File: src/hw/rtl/hcla_pkg.sv
// ----------------------------------------------------------------------------
// hcla_pkg
// Shared constants, types and the FNV-1a fold function of the hash-chained
// log appender.
// ----------------------------------------------------------------------------
package hcla_pkg;

    localparam int CHAIN_CAPACITY = 256;
    localparam int PAYLOAD_BYTES  = 96;

    localparam int CNT_W   = $clog2(CHAIN_CAPACITY + 1);
    localparam int TAKEN_W = $clog2(PAYLOAD_BYTES);
    localparam int Q_DEPTH = 2;
    localparam int Q_AW    = $clog2(Q_DEPTH);
    localparam int TS_STEPS = 8;
    localparam int TS_IDX_W = $clog2(TS_STEPS);

    localparam logic [31:0] FNV_PRIME    = 32'd16777619;
    localparam logic [31:0] SEQ_MULT     = 32'd2654435761;
    localparam logic [31:0] GENESIS_LINK = 32'h0000_1505;

    localparam logic [CNT_W-1:0]   CAP_CNT   = CNT_W'(CHAIN_CAPACITY);
    localparam logic [TAKEN_W-1:0] TAKEN_MAX = TAKEN_W'(PAYLOAD_BYTES - 1);

    localparam logic FUNC_BYTE  = 1'b0;
    localparam logic FUNC_CLEAR = 1'b1;

    localparam logic ST_APPENDED = 1'b0;
    localparam logic ST_FULL     = 1'b1;

    typedef struct packed {
        logic        clr;
        logic [31:0] digest;
        logic [63:0] ts;
    } t_job;

    typedef struct packed {
        logic full;
        logic empty;
    } t_q_stat;

    typedef struct packed {
        logic        status;
        logic [7:0]  seq;
        logic [31:0] digest;
        logic [31:0] prev;
        logic [31:0] link;
        logic [8:0]  held;
    } t_result;

    function automatic logic [31:0] fnv_fold(input logic [31:0] h, input logic [7:0] b);
        logic [31:0] x;
        x = h ^ {24'd0, b};
        return x * FNV_PRIME;
    endfunction

endpackage

File: src/hw/rtl/hcla_queue.sv
// ----------------------------------------------------------------------------
// hcla_queue
// Two-entry job queue between the byte front end and the chain back end.
// ----------------------------------------------------------------------------
module hcla_queue
    import hcla_pkg::*;
(
    input  logic    i_clk,
    input  logic    i_rst_n,
    input  logic    i_push,
    input  t_job    i_push_job,
    input  logic    i_pop,
    output t_job    o_head_job,
    output t_q_stat o_stat
);

    t_job             r_mem [Q_DEPTH];
    logic [Q_AW-1:0]  r_wr;
    logic [Q_AW-1:0]  r_rd;
    logic [Q_AW:0]    r_cnt;
    logic [Q_AW:0]    n_cnt;

    always_comb begin
        n_cnt = r_cnt;
        if (i_push && !i_pop) begin
            n_cnt = r_cnt + 1'b1;
        end else if (!i_push && i_pop) begin
            n_cnt = r_cnt - 1'b1;
        end
    end

    always_ff @(posedge i_clk) begin
        if (!i_rst_n) begin
            r_wr  <= '0;
            r_rd  <= '0;
            r_cnt <= '0;
        end else begin
            r_cnt <= n_cnt;
            if (i_push) begin
                r_wr <= r_wr + 1'b1;
            end
            if (i_pop) begin
                r_rd <= r_rd + 1'b1;
            end
        end
    end

    always_ff @(posedge i_clk) begin
        if (i_push) begin
            r_mem[r_wr] <= i_push_job;
        end
    end

    assign o_head_job   = r_mem[r_rd];
    assign o_stat.full  = (r_cnt == (Q_AW+1)'(Q_DEPTH));
    assign o_stat.empty = (r_cnt == '0);

endmodule

File: src/hw/rtl/hcla_front.sv
// ----------------------------------------------------------------------------
// hcla_front
// Accepts input words, folds payload bytes into the running digest and
// queues a job on each last byte or clear.
// ----------------------------------------------------------------------------
module hcla_front
    import hcla_pkg::*;
(
    input  logic        i_clk,
    input  logic        i_rst_n,
    input  logic        i_valid,
    output logic        o_stall,
    input  logic        i_func,
    input  logic [7:0]  i_data_byte,
    input  logic        i_last_byte,
    input  logic [63:0] i_timestamp_ms,
    input  t_q_stat     i_q_stat,
    output logic        o_push,
    output t_job        o_push_job
);

    logic [31:0]        r_digest;
    logic [31:0]        n_digest;
    logic [TAKEN_W-1:0] r_taken;
    logic [TAKEN_W-1:0] n_taken;
    logic               r_ended;
    logic               n_ended;
    logic               accept;

    assign o_stall = i_q_stat.full;
    assign accept  = i_valid && !o_stall;

    always_comb begin
        n_digest = r_digest;
        n_taken  = r_taken;
        n_ended  = r_ended;
        o_push   = 1'b0;
        o_push_job.clr    = (i_func == FUNC_CLEAR);
        o_push_job.ts     = i_timestamp_ms;
        o_push_job.digest = r_digest;
        if (accept) begin
            if (i_func == FUNC_CLEAR) begin
                o_push   = 1'b1;
                n_digest = GENESIS_LINK;
                n_taken  = '0;
                n_ended  = 1'b0;
            end else begin
                if (!r_ended) begin
                    if (i_data_byte == 8'd0) begin
                        n_ended = 1'b1;
                    end else if (r_taken < TAKEN_MAX) begin
                        n_digest = fnv_fold(r_digest, i_data_byte);
                        n_taken  = r_taken + 1'b1;
                    end
                end
                o_push_job.digest = n_digest;
                if (i_last_byte) begin
                    o_push   = 1'b1;
                    n_digest = GENESIS_LINK;
                    n_taken  = '0;
                    n_ended  = 1'b0;
                end
            end
        end
    end

    always_ff @(posedge i_clk) begin
        if (!i_rst_n) begin
            r_digest <= GENESIS_LINK;
            r_taken  <= '0;
            r_ended  <= 1'b0;
        end else begin
            r_digest <= n_digest;
            r_taken  <= n_taken;
            r_ended  <= n_ended;
        end
    end

endmodule

File: src/hw/rtl/hcla_back.sv
// ----------------------------------------------------------------------------
// hcla_back
// Holds the chain head and count, mixes each queued record into the chain
// over the timestamp bytes while the chain has room, and drives the result register.
// ----------------------------------------------------------------------------
module hcla_back
    import hcla_pkg::*;
(
    input  logic    i_clk,
    input  logic    i_rst_n,
    input  t_job    i_head_job,
    input  t_q_stat i_q_stat,
    output logic    o_pop,
    output logic    o_valid,
    input  logic    i_stall,
    output t_result o_result
);

    typedef enum logic [2:0] {
        S_IDLE = 3'b001,
        S_MIX  = 3'b010,
        S_FOLD = 3'b100
    } t_state;

    t_state              r_state;
    t_state              n_state;
    logic [31:0]         r_head;
    logic [CNT_W-1:0]    r_count;
    logic [31:0]         r_prod;
    logic [31:0]         r_digest;
    logic [63:0]         r_ts;
    logic [31:0]         r_h;
    logic [TS_IDX_W-1:0] r_idx;
    logic                r_out_valid;
    t_result             r_out;
    logic [31:0]         mix;
    logic [31:0]         fold_h;
    logic [CNT_W-1:0]    count_inc;

    assign mix       = r_head ^ r_prod ^ r_digest;
    assign fold_h    = fnv_fold(r_h, r_ts[7:0]);
    assign count_inc = r_count + 1'b1;

    always_comb begin
        n_state = r_state;
        o_pop   = 1'b0;
        case (r_state)
            S_IDLE: begin
                if (!i_q_stat.empty) begin
                    if (i_head_job.clr) begin
                        o_pop = 1'b1;
                    end else if (!r_out_valid) begin
                        o_pop = 1'b1;
                        if (r_count < CAP_CNT) begin
                            n_state = S_MIX;
                        end
                    end
                end
            end
            S_MIX: begin
                n_state = S_FOLD;
            end
            S_FOLD: begin
                if (r_idx == TS_IDX_W'(TS_STEPS - 1)) begin
                    n_state = S_IDLE;
                end
            end
            default: begin
                n_state = S_IDLE;
            end
        endcase
    end

    always_ff @(posedge i_clk) begin
        if (!i_rst_n) begin
            r_state     <= S_IDLE;
            r_head      <= GENESIS_LINK;
            r_count     <= '0;
            r_out_valid <= 1'b0;
        end else begin
            r_state <= n_state;
            if (r_out_valid && !i_stall) begin
                r_out_valid <= 1'b0;
            end
            case (r_state)
                S_IDLE: begin
                    if (o_pop && i_head_job.clr) begin
                        r_head  <= GENESIS_LINK;
                        r_count <= '0;
                    end else if (o_pop && (r_count >= CAP_CNT)) begin
                        r_out_valid <= 1'b1;
                    end
                end
                S_FOLD: begin
                    if (r_idx == TS_IDX_W'(TS_STEPS - 1)) begin
                        r_head      <= fold_h;
                        r_count     <= count_inc;
                        r_out_valid <= 1'b1;
                    end
                end
                default: begin
                end
            endcase
        end
    end

    always_ff @(posedge i_clk) begin
        case (r_state)
            S_IDLE: begin
                r_prod   <= 32'(32'(r_count) * SEQ_MULT);
                r_digest <= i_head_job.digest;
                r_ts     <= i_head_job.ts;
                if (o_pop && !i_head_job.clr && (r_count >= CAP_CNT)) begin
                    r_out.status <= ST_FULL;
                    r_out.seq    <= 8'd0;
                    r_out.digest <= 32'd0;
                    r_out.prev   <= r_head;
                    r_out.link   <= r_head;
                    r_out.held   <= 9'(r_count);
                end
            end
            S_MIX: begin
                r_h   <= (mix != 32'd0) ? mix : GENESIS_LINK;
                r_idx <= '0;
            end
            S_FOLD: begin
                r_h   <= fold_h;
                r_ts  <= r_ts >> 8;
                r_idx <= r_idx + 1'b1;
                if (r_idx == TS_IDX_W'(TS_STEPS - 1)) begin
                    r_out.status <= ST_APPENDED;
                    r_out.seq    <= 8'(r_count);
                    r_out.digest <= r_digest;
                    r_out.prev   <= r_head;
                    r_out.link   <= fold_h;
                    r_out.held   <= 9'(count_inc);
                end
            end
            default: begin
            end
        endcase
    end

    assign o_valid  = r_out_valid;
    assign o_result = r_out;

`ifndef SYNTH
    a_count_bound: assert property (@(posedge i_clk) disable iff (!i_rst_n)
        r_count <= CAP_CNT)
        else $error("record count above capacity");

    a_busy_out_free: assert property (@(posedge i_clk) disable iff (!i_rst_n)
        (r_state != S_IDLE) |-> !r_out_valid)
        else $error("record in flight while result pending");

    a_fold_done: assert property (@(posedge i_clk) disable iff (!i_rst_n)
        (r_state == S_FOLD && r_idx == TS_IDX_W'(TS_STEPS - 1)) |=> r_out_valid)
        else $error("finished record produced no result");

    a_full_link: assert property (@(posedge i_clk) disable iff (!i_rst_n)
        (r_out_valid && r_out.status == ST_FULL) |-> (r_out.link == r_out.prev))
        else $error("full result changed the link");
`endif

endmodule

File: src/hw/rtl/hash_chained_log_appender_unit.sv
// ----------------------------------------------------------------------------
// hash_chained_log_appender_unit
// FNV-1a hash chain appender: byte front end, job queue and chain back end.
// ----------------------------------------------------------------------------
// Payload bytes are taken one per cycle while the input is not stalled. A
// last byte or a clear word is queued; the back end then pops it in its idle
// state, forms the mix and folds the eight timestamp bytes through its single
// FNV multiplier before the record's result becomes valid. A chain full
// result or a clear is handled in the idle state alone. The back end starts no
// record while a result word waits at the output, and the input stalls only
// while the two-entry queue is full.
module hash_chained_log_appender_unit
    import hcla_pkg::*;
(
    input  logic        i_clk,
    input  logic        i_rst_n,
    input  logic        i_valid,
    output logic        o_stall,
    input  logic        i_func,
    input  logic [7:0]  i_data_byte,
    input  logic        i_last_byte,
    input  logic [63:0] i_timestamp_ms,
    output logic        o_valid,
    input  logic        i_stall,
    output logic        o_status,
    output logic [7:0]  o_sequence_res,
    output logic [31:0] o_payload_digest,
    output logic [31:0] o_previous_link,
    output logic [31:0] o_link_hash,
    output logic [8:0]  o_records_held
);

    t_q_stat q_stat;
    logic    q_push;
    t_job    q_push_job;
    logic    q_pop;
    t_job    q_head_job;
    t_result result;

    hcla_front u_front (
        .i_clk          (i_clk),
        .i_rst_n        (i_rst_n),
        .i_valid        (i_valid),
        .o_stall        (o_stall),
        .i_func         (i_func),
        .i_data_byte    (i_data_byte),
        .i_last_byte    (i_last_byte),
        .i_timestamp_ms (i_timestamp_ms),
        .i_q_stat       (q_stat),
        .o_push         (q_push),
        .o_push_job     (q_push_job)
    );

    hcla_queue u_queue (
        .i_clk      (i_clk),
        .i_rst_n    (i_rst_n),
        .i_push     (q_push),
        .i_push_job (q_push_job),
        .i_pop      (q_pop),
        .o_head_job (q_head_job),
        .o_stat     (q_stat)
    );

    hcla_back u_back (
        .i_clk      (i_clk),
        .i_rst_n    (i_rst_n),
        .i_head_job (q_head_job),
        .i_q_stat   (q_stat),
        .o_pop      (q_pop),
        .o_valid    (o_valid),
        .i_stall    (i_stall),
        .o_result   (result)
    );

    assign o_status         = result.status;
    assign o_sequence_res   = result.seq;
    assign o_payload_digest = result.digest;
    assign o_previous_link  = result.prev;
    assign o_link_hash      = result.link;
    assign o_records_held   = result.held;

endmodule
File: config.mk
export PLATFORM = sky130hd
export DESIGN_NAME = hash_chained_log_appender_unit
export DESIGN_NICKNAME = d
export VERILOG_FILES = /design/src/hw/rtl/hcla_pkg.sv /design/src/hw/rtl/hcla_queue.sv /design/src/hw/rtl/hcla_front.sv /design/src/hw/rtl/hcla_back.sv /design/src/hw/rtl/hash_chained_log_appender_unit.sv
export SDC_FILE = /design/constraint.sdc
export NUM_CORES = 2
export LEC_CHECK = 0
export BUFFER_PORTS_ARGS = -buffer_cell sky130_fd_sc_hd__buf_2
export CORE_ASPECT_RATIO = 0.9
export CORE_MARGIN = 1.5
export CORE_UTILIZATION = 66
export DETAILED_ROUTE_END_ITERATION = 10
export PLACE_DENSITY = 0.87
export SYNTH_ARGS = -nofsm -noshare
export SYNTH_HDL_FRONTEND = slang
export SYNTH_HIERARCHICAL = 1
export SYNTH_SLANG_ARGS = --single-unit
File: constraint.sdc
create_clock -name i_clk -period 9.6 [get_ports i_clk]
set_input_delay 0.96 -clock i_clk [delete_from_list [all_inputs] [get_ports i_clk]]
set_output_delay 0.96 -clock i_clk [all_outputs]
set_load 0.05 [all_outputs]
==> out/metrics.cfg <==
[status]
run_status = completed

[sta]
fin_crit_sh_pct = 67.2
period_minus_slack_ps = 6450
worst-slew-pin-transition_ps = 1280
slew_headroom_pct = 14.5
rsz0062_at_grt = no
max_freq_mhz = 155
finalWorstSetupSlack_ps = 3150
finalHoldViolations = 0
fin_setup_tns_ps = 0
finalSetupViolCount = 0
drv_slew = 0
fin_skew_ps = 37.5

[layout]
stdcell_area_um2 = 40000
final_cells = 4117
insertedDiodeCount = 0
final_common_cell = edfxtp_1
drive_gt1_share_pct = 12.7
nets = 4054
most-common-layout-cells = edfxtp_1, inv_1, ha_1, nand2_1, fa_1
area_growth_pct = 7.77

[worst_setup_path]
worstPathRequired_ps = 9950
critPathCaptureType = register
start_kind = register
worstPathArrival_ps = 6800
cp_max_fo = 5
r2r_slack_ps = 3150
worstSetupPathType = register to register

[placement]
dp_cells = 4014
routabilityCongestion = 1.00
place_area_um2 = 38300
dp_slack_ps = 2840
portBuffers = 193
place_hpwl_um = 65200

[detailed_routing]
wirelength_um = 85600
drt-initial-drc-count = 2120
avgViaCountPerCell = 5.83
vias = 23987
drcViolationCount = 0
antenna_left = 0
wl_per_cell_um = 20.8
dr.pass1.iters = 6

[global_route]
antenna_found_initial = 2
grt_max_degree = 103
grt_usage_pct = 30.1
grt_pass1_vias = 24455
grt.overflow.total = 0
grt_pass1_wl_um = 133000

[cts]
cts_tree = yes
postCtsSetupRepairBufs = 0
cts_hold_buf = 0
cts.sinks = 561
clockBufferDepth = 3
cts_max_level = 2
clk_pin_slew_worst_paths_ps = 60
clk-insertion-delay-late_ps = 650
cts_resized = 0
cts_buffers = 55
clock-root-buffer = clkbuf_16

[yosys]
synth_cells = 3194
synth-adder-area-share_pct = 26.8
yosys.area.top_type = edfxtp_1
yosys_register_bits = 561
synth-simple-area-share_pct = 8.77
synth_edf_count = 471
synth_top_family_by_area = adder cells
synth_warnings = 6
synth_fp_nets = 3933
ys_async_sr_fraction_pct = 0
synth_area_leaders = edfxtp_1, ha_1, fa_1, dfxtp_1, inv_1
synth_cell_types = 79
synth_area_per_cell_um2 = 11.6
synth_compound_area_share_pct = 6.11
synth.mux.area_fraction_pct = 3.68
synth_xor_area_share_pct = 4.79
synth-seq-area-share_pct = 43.0
synth_ff_type = edfxtp_1
syn_area_um2 = 37100
yosysTopAreaCellShare_pct = 38.1

[floorplan]
ios = 194
dieHeight_um = 228
coreArea_um2 = 55600
die_area_um2 = 57700
start_util_pct = 66.7
fp-row-count = 82
die_x_um = 253

[worst_hold_path]
hp-class = register to register

[run]
cap_violations = 0

-- kinds of logic after synthesis --
group           Yosys count
mux                     112
buf+inv                 595
flops                   561
fa+ha+maj               661
simple gates            708
xor+xnor                203
compound gates          354
-- Yosys cell counts, drive strengths merged, types with 34 or more instances --
master / count
clkbuf: 42
and2: 68
nand3: 41
xnor2: 115
a21oi: 91
nand2: 358
dfxtp: 90
a21o: 34
nor2: 109
ha: 440
inv: 452
xor2: 88
o21ai: 96
buf: 101
edfxtp: 471
fa: 221
mux2: 107
-- layer usage --
metal | vias up | share of wire, % | global-route usage, %
met4 | 4 | 3.5 | 10.9
met5 | - | 0.029 | 0
li1 | 11004 | - | -
met3 | 180 | 8.4 | 5.12
met1 | 11785 | 41 | 41.2
met2 | 1014 | 47 | 48.8
-- flip-flops by register name, summed over array words and instances (netlist names), named ones only --
name / flops
u_back/r_digest: 32
u_back/r_head: 32
u_back/r_prod: 32
u_queue/r_mem: 194
u_front/r_ended: 1
u_back/o_result: 114
u_back/r_state: 3
u_queue/r_wr: 1
u_back/o_valid: 1
u_back/r_count: 9
u_back/r_ts: 64
u_back/r_idx: 3
u_front/r_taken: 7
u_queue/r_cnt: 2
u_back/r_h: 32
u_queue/r_rd: 1
u_front/r_digest: 32
-- path summary, 6_finish.rpt --
check / depth (start not counted) / to / from
hold reg to reg: 2 / u_front/r_ended / u_front/r_ended
setup / recovery: 20 / u_back/r_h[24] / u_back/r_ts[2]
setup reg to reg: 20 / u_back/r_h[24] / u_back/r_ts[2]
hold / removal: 2 / u_front/r_ended / u_front/r_ended
-- final cells by class --
cell class	count	area [µm²]
tap	756	946
clock buffer	66	1430
inverter	452	1700
multi-input combinational	2038	18600
timing repair buffer	207	1070
clock inverter	37	268
fill	3806	15600
sequential	561	15900
-- worst max-delay path, stage by stage, from the launching register on --
cell and delay [ps]:
edfxtp_1 390, xor2_1 620, ha_1 360, ha_1 330, fa_1 490, ha_1 220, fa_1 490, ha_1 290
inv_1 50, fa_1 520, inv_1 40, ha_1 350, a21o_1 220, a21o_1 180, a21o_1 190, a31oi_1 300
a21oi_1 170, or2_2 300, a21oi_2 270, mux2i_1 290, o21ai_0 120
-- through the flow --
| step | util [%] | hold slack, ps |
|---|---|---|
| 3_3_place_gp | 68.9 | 458 |
| 4_1_cts | 71.9 | 493 |
| 3_5_place_dp | 68.9 | 492 |
| 5_1_grt | 71.9 | 496 |
| 6_report | 71.9 | 501 |
| 2_1_floorplan | - | 442 |
Power is left out: the tool's default activity adds up to more than one toggle a clock period on the data nets, which glitch-free logic cannot reach.
